### config.mk
export PLATFORM = sky130hd
export DESIGN_NAME = murmur64a_stream_hash
export DESIGN_NICKNAME = d
export VERILOG_FILES = /design/src/hdl/mm64_pkg.sv /design/src/hdl/mm64_front.sv /design/src/hdl/mm64_queue.sv /design/src/hdl/mm64_mul.sv /design/src/hdl/mm64_back.sv /design/src/hdl/murmur64a_stream_hash.sv
export SDC_FILE = /design/constraint.sdc
export NUM_CORES = 2
export LEC_CHECK = 0
export BUFFER_PORTS_ARGS = -buffer_cell sky130_fd_sc_hd__clkbuf_2
export CAP_MARGIN = 20
export CORE_UTILIZATION = 64
export CTS_CLUSTER_SIZE = 8
export DETAILED_ROUTE_END_ITERATION = 7
export GPL_TIMING_DRIVEN = 0
export PLACE_DENSITY = 0.89
export SYNTH_ARGS = -nofsm -noshare
export SYNTH_HDL_FRONTEND = slang
export SYNTH_HIERARCHICAL = 1
export SYNTH_SLANG_ARGS = --single-unit
### constraint.sdc
create_clock -name clock -period 11.4 [get_ports clock]
set_clock_uncertainty 0.05 [all_clocks]
set_input_delay 0 -clock clock [delete_from_list [all_inputs] [get_ports clock]]
set_output_delay 0 -clock clock [all_outputs]
set_load 0.02 [all_outputs]
### src/hdl/mm64_pkg.sv
`default_nettype none
// ---------------------------------------------------------------------------
// mm64_pkg
// Shared types and constants for the MurmurHash64A stream hash: the mixing
// constant, the queue entry that links the front end to the back end, the
// multiplier request and response, and the back-end sequencer states.
// ---------------------------------------------------------------------------
package mm64_pkg;

   // Mixing multiplier and the xor-shift distance of the scheme.
   localparam logic [63:0] MIX_MUL   = 64'hc6a4a7935bd1e995;
   localparam int          MIX_SHIFT = 47;

   // Halves of the multiplier, fed to the shared 32 x 32 unit.
   localparam logic [31:0] MIX_MUL_LO = MIX_MUL[31:0];
   localparam logic [31:0] MIX_MUL_HI = MIX_MUL[63:32];

   // Default number of entries in the queue between front and back end.
   localparam int MM64_QUEUE_DEPTH = 2;

   // How one word contributes to the running hash.
   typedef enum logic [1:0] {
      KIND_NONE,
      KIND_FULL,
      KIND_TAIL
   } mm64_kind_type;

   // One classified word, as queued for the back end.
   typedef struct packed {
      logic [63:0]   word;
      mm64_kind_type kind;
      logic          first;
      logic          last;
      logic [31:0]   length;
   } mm64_entry_type;

   // Request to and response from the shared multiplier.
   typedef struct packed {
      logic        start;
      logic [63:0] operand;
   } mm64_mul_req_type;

   typedef struct packed {
      logic        done;
      logic [63:0] product;
   } mm64_mul_rsp_type;

   // Partial-product phases of the multiplier.
   typedef enum logic [1:0] {
      PH_LOW,
      PH_HIGH_A,
      PH_HIGH_M
   } mm64_phase_type;

   // Back-end sequencer states.
   typedef enum logic [3:0] {
      S_IDLE,
      S_LEN_GO,
      S_LEN_WAIT,
      S_DISPATCH,
      S_K1_GO,
      S_K1_WAIT,
      S_K2_GO,
      S_K2_WAIT,
      S_H_GO,
      S_H_WAIT,
      S_FIN_GO,
      S_FIN_WAIT
   } mm64_state_type;

   // Xor-shift step used in key mixing and finalisation.
   function automatic logic [63:0] xor_shift(input logic [63:0] value);
      xor_shift = value ^ (value >> MIX_SHIFT);
   endfunction

endpackage
`default_nettype wire

### src/hdl/mm64_front.sv
`default_nettype none
// ---------------------------------------------------------------------------
// mm64_front
// Request front end: accepts word beats, drops words that arrive outside a
// message, classifies the rest as full, tail or empty and queues them.
// ---------------------------------------------------------------------------
module mm64_front (
   input  wire                  clock,
   input  wire                  reset,
   input  wire                  req_valid,
   output logic                 req_ready,
   input  wire  [63:0]          req_data_word,
   input  wire  [3:0]           req_byte_count,
   input  wire                  req_first_word,
   input  wire                  req_last_word,
   input  wire  [31:0]          req_message_length,
   output logic                 push_valid,
   input  wire                  push_ready,
   output mm64_pkg::mm64_entry_type push_entry
);
   import mm64_pkg::*;

   logic        in_message_ff;
   logic        in_message_in;
   logic        accept;
   logic        keep;
   logic [63:0] byte_mask;

   // The queue sets the pace; dropped beats are taken at the same rate.
   assign req_ready = push_ready;
   assign accept    = req_valid & req_ready;
   assign keep      = req_first_word | in_message_ff;

   // Message tracking follows the beats in arrival order.
   always_comb begin
      in_message_in = in_message_ff;
      if (accept && keep) begin
         in_message_in = ~req_last_word;
      end
   end

   always_ff @(posedge clock) begin
      if (reset) begin
         in_message_ff <= 1'b0;
      end else begin
         in_message_ff <= in_message_in;
      end
   end

   // Keep the bytes below the count of a short word.
   always_comb begin
      for (int i = 0; i < 8; i++) begin
         byte_mask[8*i +: 8] = (4'(i) < req_byte_count) ? 8'hff : 8'h00;
      end
   end

   // Classify the word and build the queue entry.
   always_comb begin
      push_valid        = accept & keep;
      push_entry.first  = req_first_word;
      push_entry.last   = req_last_word;
      push_entry.length = req_message_length;
      if (req_byte_count[3]) begin
         push_entry.kind = KIND_FULL;
         push_entry.word = req_data_word;
      end else if (req_byte_count == 4'd0) begin
         push_entry.kind = KIND_NONE;
         push_entry.word = req_data_word;
      end else begin
         push_entry.kind = KIND_TAIL;
         push_entry.word = req_data_word & byte_mask;
      end
   end

endmodule
`default_nettype wire

### src/hdl/mm64_queue.sv
`default_nettype none
// ---------------------------------------------------------------------------
// mm64_queue
// Short first-in first-out queue of classified words between the front
// end and the back end.
// ---------------------------------------------------------------------------
module mm64_queue #(
   parameter int DEPTH = mm64_pkg::MM64_QUEUE_DEPTH
) (
   input  wire                      clock,
   input  wire                      reset,
   input  wire                      push_valid,
   output logic                     push_ready,
   input  mm64_pkg::mm64_entry_type push_entry,
   output logic                     pop_valid,
   input  wire                      pop_ready,
   output mm64_pkg::mm64_entry_type pop_entry
);
   import mm64_pkg::*;

   localparam int PTR_W = (DEPTH > 1) ? $clog2(DEPTH) : 1;
   localparam int CNT_W = $clog2(DEPTH + 1);

   mm64_entry_type   entry_ff [DEPTH];
   logic [PTR_W-1:0] wr_ptr_ff;
   logic [PTR_W-1:0] wr_ptr_in;
   logic [PTR_W-1:0] rd_ptr_ff;
   logic [PTR_W-1:0] rd_ptr_in;
   logic [CNT_W-1:0] count_ff;
   logic [CNT_W-1:0] count_in;
   logic             do_push;
   logic             do_pop;

   assign push_ready = (count_ff != CNT_W'(DEPTH));
   assign pop_valid  = (count_ff != '0);
   assign pop_entry  = entry_ff[rd_ptr_ff];
   assign do_push    = push_valid & push_ready;
   assign do_pop     = pop_valid & pop_ready;

   // Pointer and fill-count update with wrap at the depth.
   always_comb begin
      wr_ptr_in = wr_ptr_ff;
      rd_ptr_in = rd_ptr_ff;
      count_in  = count_ff;
      if (do_push) begin
         wr_ptr_in = (wr_ptr_ff == PTR_W'(DEPTH - 1)) ? '0 : wr_ptr_ff + 1'b1;
      end
      if (do_pop) begin
         rd_ptr_in = (rd_ptr_ff == PTR_W'(DEPTH - 1)) ? '0 : rd_ptr_ff + 1'b1;
      end
      if (do_push && !do_pop) begin
         count_in = count_ff + 1'b1;
      end else if (do_pop && !do_push) begin
         count_in = count_ff - 1'b1;
      end
   end

   always_ff @(posedge clock) begin
      if (reset) begin
         wr_ptr_ff <= '0;
         rd_ptr_ff <= '0;
         count_ff  <= '0;
      end else begin
         wr_ptr_ff <= wr_ptr_in;
         rd_ptr_ff <= rd_ptr_in;
         count_ff  <= count_in;
      end
   end

   // Entry storage carries no reset.
   always_ff @(posedge clock) begin
      if (do_push) begin
         entry_ff[wr_ptr_ff] <= push_entry;
      end
   end

   // The fill count never passes the depth.
   a_count_bound: assert property (@(posedge clock) disable iff (reset)
      count_ff <= CNT_W'(DEPTH))
      else $error("queue fill count beyond depth");

   // Full and empty at once cannot happen.
   a_full_empty: assert property (@(posedge clock) disable iff (reset)
      push_ready || pop_valid)
      else $error("queue reports full and empty together");

   // A pop leaves one entry fewer unless a push came with it.
   a_pop_count: assert property (@(posedge clock) disable iff (reset)
      (do_pop && !do_push) |=> (count_ff == $past(count_ff) - 1'b1))
      else $error("queue count did not follow a pop");

endmodule
`default_nettype wire

### src/hdl/mm64_mul.sv
`default_nettype none
// ---------------------------------------------------------------------------
// mm64_mul
// Multiplier by the mixing constant, truncated to 64 bits. One 32 x 32
// unit forms, one after another, the three partial products that reach
// the low 64 bits.
// ---------------------------------------------------------------------------
module mm64_mul (
   input  wire                        clock,
   input  wire                        reset,
   input  mm64_pkg::mm64_mul_req_type mul_req,
   output mm64_pkg::mm64_mul_rsp_type mul_rsp
);
   import mm64_pkg::*;

   logic           busy_ff;
   logic           busy_in;
   logic           done_ff;
   logic           done_in;
   mm64_phase_type phase_ff;
   mm64_phase_type phase_in;
   logic [63:0]    operand_ff;
   logic [63:0]    operand_in;
   logic [63:0]    acc_ff;
   logic [63:0]    acc_in;
   logic [31:0]    mul_a;
   logic [31:0]    mul_b;
   logic [63:0]    partial;

   assign mul_rsp.done    = done_ff;
   assign mul_rsp.product = acc_ff;

   always_ff @(posedge clock) begin
      if (reset) begin
         busy_ff  <= 1'b0;
         done_ff  <= 1'b0;
         phase_ff <= PH_LOW;
      end else begin
         busy_ff  <= busy_in;
         done_ff  <= done_in;
         phase_ff <= phase_in;
      end
   end

   always_ff @(posedge clock) begin
      operand_ff <= operand_in;
      acc_ff     <= acc_in;
   end

   // Low by low, then the two cross terms shifted into the upper half.
   always_comb begin
      busy_in    = busy_ff;
      done_in    = 1'b0;
      phase_in   = phase_ff;
      operand_in = operand_ff;
      acc_in     = acc_ff;
      mul_a      = (phase_ff == PH_HIGH_A) ? operand_ff[63:32] : operand_ff[31:0];
      mul_b      = (phase_ff == PH_HIGH_M) ? MIX_MUL_HI : MIX_MUL_LO;
      partial    = mul_a * mul_b;
      if (busy_ff) begin
         case (phase_ff)
            PH_LOW: begin
               acc_in   = partial;
               phase_in = PH_HIGH_A;
            end
            PH_HIGH_A: begin
               acc_in   = acc_ff + {partial[31:0], 32'h0};
               phase_in = PH_HIGH_M;
            end
            PH_HIGH_M: begin
               acc_in   = acc_ff + {partial[31:0], 32'h0};
               phase_in = PH_LOW;
               busy_in  = 1'b0;
               done_in  = 1'b1;
            end
            default: begin
               phase_in = PH_LOW;
               busy_in  = 1'b0;
            end
         endcase
      end else if (mul_req.start) begin
         operand_in = mul_req.operand;
         phase_in   = PH_LOW;
         busy_in    = 1'b1;
      end
   end

   // A new product is only requested while the unit is free.
   a_start_free: assert property (@(posedge clock) disable iff (reset)
      mul_req.start |-> !busy_ff)
      else $error("multiplier started while busy");

   // Completion is seen after a start once the three partial-product phases have run and done is registered.
   a_done_latency: assert property (@(posedge clock) disable iff (reset)
      (mul_req.start && !busy_ff) |-> ##4 done_ff)
      else $error("multiplier result late");

endmodule
`default_nettype wire

### src/hdl/mm64_back.sv
`default_nettype none
// ---------------------------------------------------------------------------
// mm64_back
// Hash back end: holds the seed and running hash, takes classified words
// from the queue, sequences the multiplies for seeding, key mixing, hash
// update and finalisation, and drives the response register.
// ---------------------------------------------------------------------------
module mm64_back (
   input  wire                      clock,
   input  wire                      reset,
   input  wire                      csr_valid,
   input  wire  [63:0]              csr_seed,
   input  wire                      pop_valid,
   output logic                     pop_ready,
   input  mm64_pkg::mm64_entry_type pop_entry,
   output logic                     rsp_valid,
   input  wire                      rsp_ready,
   output logic [63:0]              rsp_hash_value
);
   import mm64_pkg::*;

   mm64_state_type   state_ff;
   mm64_state_type   state_in;
   logic [63:0]      seed_ff;
   logic [63:0]      hash_ff;
   logic [63:0]      hash_in;
   mm64_entry_type   cur_ff;
   mm64_entry_type   cur_in;
   logic             rsp_valid_ff;
   logic             rsp_valid_in;
   logic [63:0]      rsp_hash_ff;
   logic [63:0]      rsp_hash_in;
   logic             slot_free;
   mm64_mul_req_type mul_req;
   mm64_mul_rsp_type mul_rsp;

   mm64_mul u_mul (
      .clock   (clock),
      .reset   (reset),
      .mul_req (mul_req),
      .mul_rsp (mul_rsp)
   );

   assign rsp_valid      = rsp_valid_ff;
   assign rsp_hash_value = rsp_hash_ff;
   assign slot_free      = !rsp_valid_ff || rsp_ready;

   // Seed register; the user is to write it only while the block is idle, which the block itself does not enforce.
   always_ff @(posedge clock) begin
      if (reset) begin
         seed_ff <= '0;
      end else if (csr_valid) begin
         seed_ff <= csr_seed;
      end
   end

   always_ff @(posedge clock) begin
      if (reset) begin
         state_ff     <= S_IDLE;
         hash_ff      <= '0;
         rsp_valid_ff <= 1'b0;
      end else begin
         state_ff     <= state_in;
         hash_ff      <= hash_in;
         rsp_valid_ff <= rsp_valid_in;
      end
   end

   always_ff @(posedge clock) begin
      cur_ff      <= cur_in;
      rsp_hash_ff <= rsp_hash_in;
   end

   // Sequencer: one multiply at a time through the shared unit.
   always_comb begin
      state_in        = state_ff;
      hash_in         = hash_ff;
      cur_in          = cur_ff;
      rsp_hash_in     = rsp_hash_ff;
      rsp_valid_in    = rsp_valid_ff && !rsp_ready;
      pop_ready       = 1'b0;
      mul_req.start   = 1'b0;
      mul_req.operand = cur_ff.word;
      case (state_ff)
         S_IDLE: begin
            if (pop_valid) begin
               pop_ready = 1'b1;
               cur_in    = pop_entry;
               state_in  = pop_entry.first ? S_LEN_GO : S_DISPATCH;
            end
         end
         S_LEN_GO: begin
            mul_req.start   = 1'b1;
            mul_req.operand = {32'h0, cur_ff.length};
            state_in        = S_LEN_WAIT;
         end
         S_LEN_WAIT: begin
            if (mul_rsp.done) begin
               hash_in  = seed_ff ^ mul_rsp.product;
               state_in = S_DISPATCH;
            end
         end
         S_DISPATCH: begin
            case (cur_ff.kind)
               KIND_FULL: begin
                  state_in = S_K1_GO;
               end
               KIND_TAIL: begin
                  hash_in  = hash_ff ^ cur_ff.word;
                  state_in = S_H_GO;
               end
               default: begin
                  state_in = cur_ff.last ? S_FIN_GO : S_IDLE;
               end
            endcase
         end
         S_K1_GO: begin
            mul_req.start = 1'b1;
            state_in      = S_K1_WAIT;
         end
         S_K1_WAIT: begin
            if (mul_rsp.done) begin
               cur_in.word = xor_shift(mul_rsp.product);
               state_in    = S_K2_GO;
            end
         end
         S_K2_GO: begin
            mul_req.start = 1'b1;
            state_in      = S_K2_WAIT;
         end
         S_K2_WAIT: begin
            if (mul_rsp.done) begin
               hash_in  = hash_ff ^ mul_rsp.product;
               state_in = S_H_GO;
            end
         end
         S_H_GO: begin
            mul_req.start   = 1'b1;
            mul_req.operand = hash_ff;
            state_in        = S_H_WAIT;
         end
         S_H_WAIT: begin
            if (mul_rsp.done) begin
               hash_in  = mul_rsp.product;
               state_in = cur_ff.last ? S_FIN_GO : S_IDLE;
            end
         end
         S_FIN_GO: begin
            // Finalise only once the response register has room.
            if (slot_free) begin
               mul_req.start   = 1'b1;
               mul_req.operand = xor_shift(hash_ff);
               state_in        = S_FIN_WAIT;
            end
         end
         S_FIN_WAIT: begin
            if (mul_rsp.done) begin
               rsp_hash_in  = xor_shift(mul_rsp.product);
               rsp_valid_in = 1'b1;
               state_in     = S_IDLE;
            end
         end
         default: begin
            state_in = S_IDLE;
         end
      endcase
   end

   // Products arrive only while the sequencer waits for one.
   a_done_in_wait: assert property (@(posedge clock) disable iff (reset)
      mul_rsp.done |-> (state_ff == S_LEN_WAIT || state_ff == S_K1_WAIT ||
                        state_ff == S_K2_WAIT || state_ff == S_H_WAIT ||
                        state_ff == S_FIN_WAIT))
      else $error("multiplier result outside a wait state");

   // The response register is empty while a finalisation is in flight.
   a_slot_empty: assert property (@(posedge clock) disable iff (reset)
      (state_ff == S_FIN_WAIT) |-> !rsp_valid_ff)
      else $error("response register busy during finalisation");

   // A response appears only at the end of finalisation.
   a_rsp_source: assert property (@(posedge clock) disable iff (reset)
      $rose(rsp_valid_ff) |-> $past(state_ff == S_FIN_WAIT))
      else $error("response raised outside finalisation");

endmodule
`default_nettype wire

### src/hdl/murmur64a_stream_hash.sv
`default_nettype none
// ---------------------------------------------------------------------------
// murmur64a_stream_hash
// MurmurHash64A over a stream of 64-bit little-endian words with a seed
// register. A front end classifies word beats into a short queue; a back
// end mixes them through a shared multiplier and returns the final hash.
// ---------------------------------------------------------------------------
//
//   Channel  Direction  Handshake              Payload
//   req_     in         req_valid / req_ready  data_word, byte_count,
//                                              first_word, last_word,
//                                              message_length
//   rsp_     out        rsp_valid / rsp_ready  hash_value
//   csr_     in         csr_valid / csr_ready  seed
//
// Each 64-bit multiply on the shared 32 x 32 multiplier runs through issue,
// three partial products and the state that takes the product.
// A word goes through queue pop and dispatch, then its multiplies:
// three for a full word, one for a short word, none for an empty one; a
// first word adds one, a last word one.
// Reset clears the seed, the running hash, the queue and the response.
// The front end keeps taking beats while the queue has room, so a stalled
// response holds only the back end; csr_ready is always high.
//
module murmur64a_stream_hash #(
   parameter int QUEUE_DEPTH = mm64_pkg::MM64_QUEUE_DEPTH
) (
   input  wire         clock,
   input  wire         reset,
   input  wire         req_valid,
   output logic        req_ready,
   input  wire  [63:0] req_data_word,
   input  wire  [3:0]  req_byte_count,
   input  wire         req_first_word,
   input  wire         req_last_word,
   input  wire  [31:0] req_message_length,
   output logic        rsp_valid,
   input  wire         rsp_ready,
   output logic [63:0] rsp_hash_value,
   input  wire         csr_valid,
   output logic        csr_ready,
   input  wire  [63:0] csr_seed
);
   import mm64_pkg::*;

   logic           push_valid;
   logic           push_ready;
   mm64_entry_type push_entry;
   logic           pop_valid;
   logic           pop_ready;
   mm64_entry_type pop_entry;

   assign csr_ready = 1'b1;

   // Front end: accept and classify beats.
   mm64_front u_front (
      .clock              (clock),
      .reset              (reset),
      .req_valid          (req_valid),
      .req_ready          (req_ready),
      .req_data_word      (req_data_word),
      .req_byte_count     (req_byte_count),
      .req_first_word     (req_first_word),
      .req_last_word      (req_last_word),
      .req_message_length (req_message_length),
      .push_valid         (push_valid),
      .push_ready         (push_ready),
      .push_entry         (push_entry)
   );

   // Queue between the two halves.
   mm64_queue #(
      .DEPTH (QUEUE_DEPTH)
   ) u_queue (
      .clock      (clock),
      .reset      (reset),
      .push_valid (push_valid),
      .push_ready (push_ready),
      .push_entry (push_entry),
      .pop_valid  (pop_valid),
      .pop_ready  (pop_ready),
      .pop_entry  (pop_entry)
   );

   // Back end: mixing, finalisation and response.
   mm64_back u_back (
      .clock          (clock),
      .reset          (reset),
      .csr_valid      (csr_valid & csr_ready),
      .csr_seed       (csr_seed),
      .pop_valid      (pop_valid),
      .pop_ready      (pop_ready),
      .pop_entry      (pop_entry),
      .rsp_valid      (rsp_valid),
      .rsp_ready      (rsp_ready),
      .rsp_hash_value (rsp_hash_value)
   );

endmodule
`default_nettype wire

==> results.txt <==
The flow ran to the end, but the final reports show violations. The final reports fail on DRC. The number of slew-limit violations in the final report is 0. The via count of the first global-routing pass came out at 45,800. The first global-routing pass estimated 290,000 um of wire. The shortest clock period the worst path allows after layout came out at 11.18 ns. The async set or reset register ratio after synthesis came out at 0%. The remaining max-slew budget at the tightest pin is 5.79%. For this run, the slowest stage of the critical path takes 0.90 ns.

The number of top-level pins came out at 238. The design area is 62,000 um2. STA classifies the critical path endpoint as a register. The ratio of cells with drive above 1 in the final layout is 12.3%. The buffer cell driving the clock tree root is clkbuf_16. The DRC violation count after routing came out at 214. At the end of routability-driven placement, the weighted congestion stood at 1.07. The layout filler cell count came out at 5,297. The deepest clock path buffer count came out at 3. The sum of net half-perimeters after detailed placement is 143,000 um. Setup repair after global routing left no endpoint under its margin. The count of flip-flops with a built-in enable after synthesis came out at 491. The mean instance size in the synthesized netlist came out at 11.0 um2. The count of clock tree sinks is 634.

The largest individual stage delay along the critical path comes from the cell clkdlybuf4s15_1. In the final routed layout, each cell accounts on average for 29.7 um. The element type at the critical path start is a register. The worst path uses 98.1% of the clock period. TritonCTS created 89 clock buffers. The overall via count from detail_route came out at 44,300.

The share of synthesized area in the top cell type comes to 27.1%. The worst path arrival time is 11.49 ns. The area growth from synthesis to layout is 13.8%. The number of DRC markers in iteration 0 came out at 6,723. In this run the standard cell core region covers 84,000 um2.

The highest net fanout along the worst path came out at 10. In this run the most critical hold path is launched from req_message_length[28]. The floorplan step defined a die boundary enclosing 86,200 um2.

The clock reaches the later pin of the worst-skew pair after 0.70 ns. The count of nets left with antenna violations once routing finished came out at 0. The die boundary width came out at 294 um.

The synthesized instance count is 4,958. The post-synthesis cell type count is 94. Setup violations remaining at the end of the flow were counted as 0.

The clock-pin slew on the worst setup and hold paths is 0.06 ns. The detailed-route vias per instance is 6.64. The routed wire length is 198,000 um.

TritonCTS built the clock tree. Leaving out fill and tap cells, the most frequent cell in the layout is inv_1. The number of maximum-capacitance violations came out at 0. The initial antenna violation count came out at 11. The fmax came out at 89.4 MHz. Entering global routing, the biggest net connects 65 pins.

The multi-input gate area in the final layout came out at 32,400 um2. In this run the critical register-to-register path is launched from u_back/u_mul/phase_ff[0]$_SDFFE_PP0P_. The number of rows created at floorplan came out at 106. The mapped cell area came out at 54,400 um2. The level count of the clock H-tree is 3.

Among all flip-flop cells after synthesis, the most frequent one is edfxtp_1. Among the stages of the critical path, the cell type that occurs most often is ha_1. The tightest min-delay check is of the in -> reg type. The number of port buffers is 195.

The source of the critical timing path is u_back/u_mul/phase_ff[0]$_SDFFE_PP0P_. The number of optimization iterations in the first detailed-route pass is 8. For the pin with the worst max-slew slack, the measured transition is 1.40 ns. Counting flops and latches in the post-synthesis netlist gives 634. Once placement finished, the instance area stood at 57,200 um2. The register area came out at 17,600 um2. The top cell types in the final layout, fill and taps aside, are inv_1, fa_1, edfxtp_1.

The net total in the final layout came out at 6,680. The final global-route overflow total came out at 0. The required arrival time at the worst endpoint came out at 11.70 ns. The initial utilization of the core area, before any placement, comes to 64.9%. Sorting the synthesized cells by area gives the leading types as edfxtp_1, fa_1, ha_1, inv_1, dfxtp_1. The overall die height came out at 294 um. The class of the most critical setup path is reg -> reg. The total count of hold-check failures in the final report came out at 0. The overall track demand over capacity in global routing came out at 46.6%. The number of synthesis warnings is 6. The share of synthesized area occupied by flip-flops and latches is 32.3%.

edfxtp_1 takes more of the synthesized area than any other cell.
final timing paths:
path | end | depth (start not counted) | slack (ns)
worst max-delay path | u_back/u_mul/acc_ff[59]$_DFFE_PP_ | 33 | 0.22
worst min-delay path | u_queue/entry_ff[1][28]$_DFFE_PP_ | 2 | 0.002
worst max register to register | u_back/u_mul/acc_ff[59]$_DFFE_PP_ | 33 | 0.22
worst min register to register | u_back/hash_ff[27]$_SDFFE_PP0P_ | 2 | 0.45
Yosys cell counts, types with 85 or more instances:
library cell,count
a21oi_1,240
clkbuf_1,103
dfxtp_1,143
edfxtp_1,491
fa_1,607
ha_1,445
inv_1,853
mux2_2,108
mux2i_1,163
nand2_1,262
nand3_1,87
nor2_1,215
nor2b_1,90
nor3_1,85
o21ai_0,137
state kept, by name, summed over array words and instances (netlist names), named ones only:
signal,flops
u_back/rsp_hash_value,64
u_back/u_mul/operand_ff,64
u_back/u_mul/busy_ff,1
u_front/in_message_ff,1
u_back/u_mul/done_ff,1
u_back/state_ff,4
u_queue/entry_ff,200
u_queue/rd_ptr_ff,1
u_back/u_mul/acc_ff,64
u_back/cur_ff,99
u_back/seed_ff,64
u_back/rsp_valid,1
u_queue/count_ff,2
u_back/hash_ff,64
u_queue/wr_ptr_ff,1
u_back/u_mul/phase_ff,2
layout make-up:
class                           count  share of cell area [%]
Multi-Input combinational cell   3213                    52.4
Sequential cell                   634                    28.4
Inverter                          858                    5.21
Timing Repair Buffer              408                    5.15
Clock buffer                      157                    4.07
Tap cell                         1134                    2.29
Buffer                            253                    2.19
Clock inverter                      6                   0.291
Antenna cell                        9                  0.0363
kinds of logic after synthesis:
kind of cell               synth area share, %
other                                   0.0207
adders and majority gates                 32.5
DFF                                       32.3
xor gates and xnor gates                  2.34
and+or+nand+nor                           7.70
buffers and inverters                     8.37
muxes                                     5.25
AOI/OAI and AO/OA                         11.4
metal layers:
metal / up-vias / global-route usage (%) / routed length (um)
li1: 17800 / - / -
met1: 21200 / 54.9 / 64800
met2: 4052 / 71.1 / 87500
met3: 1226 / 15.0 / 26900
met4: 14 / 35.4 / 19000
met5: - / 0.284 / 102
repair_timing:
item | 4_1_cts | 5_1_grt
hold endpoints to repair | 274 | 2
hold buffers | 184 | 1
buffers inserted | 0 | 5
setup endpoints to repair | 13 | 8
gates resized for setup | 18 | 40
pin swaps | 0 | 0
critical path: cells and delay by family (launching register included):
family                   cells  cell delay, ns
buffers and inverters        5            1.66
AND/OR/NAND/NOR              9            1.91
multiplexers                 1            0.09
flip-flops                   1            0.35
XOR/XNOR                     2            0.69
adder cells (fa/ha/maj)     11            4.81
AO/OA/AOI/OAI                5            1.31
per-stage QoR:
stage | setup TNS, ns | util, % | setup slack [ns] | cells | hold slack, ns
after floorplan | 0 | - | 1.93 | 4959 | 0.0191
after global placement | -6.01 | 67.7 | -0.944 | 6288 | 0.136
after detailed placement | -4.78 | 68.1 | -0.760 | 6305 | 0.139
after CTS | 0 | 73.6 | 0.0349 | 6651 | 0.000713
after global routing | 0 | 73.8 | 0.00442 | 6665 | 0.00128
final | 0 | 73.8 | 0.216 | 6672 | 0.00185
Power is left out: the tool's default activity adds up to more than one toggle a clock period on the data nets, which glitch-free logic cannot reach.
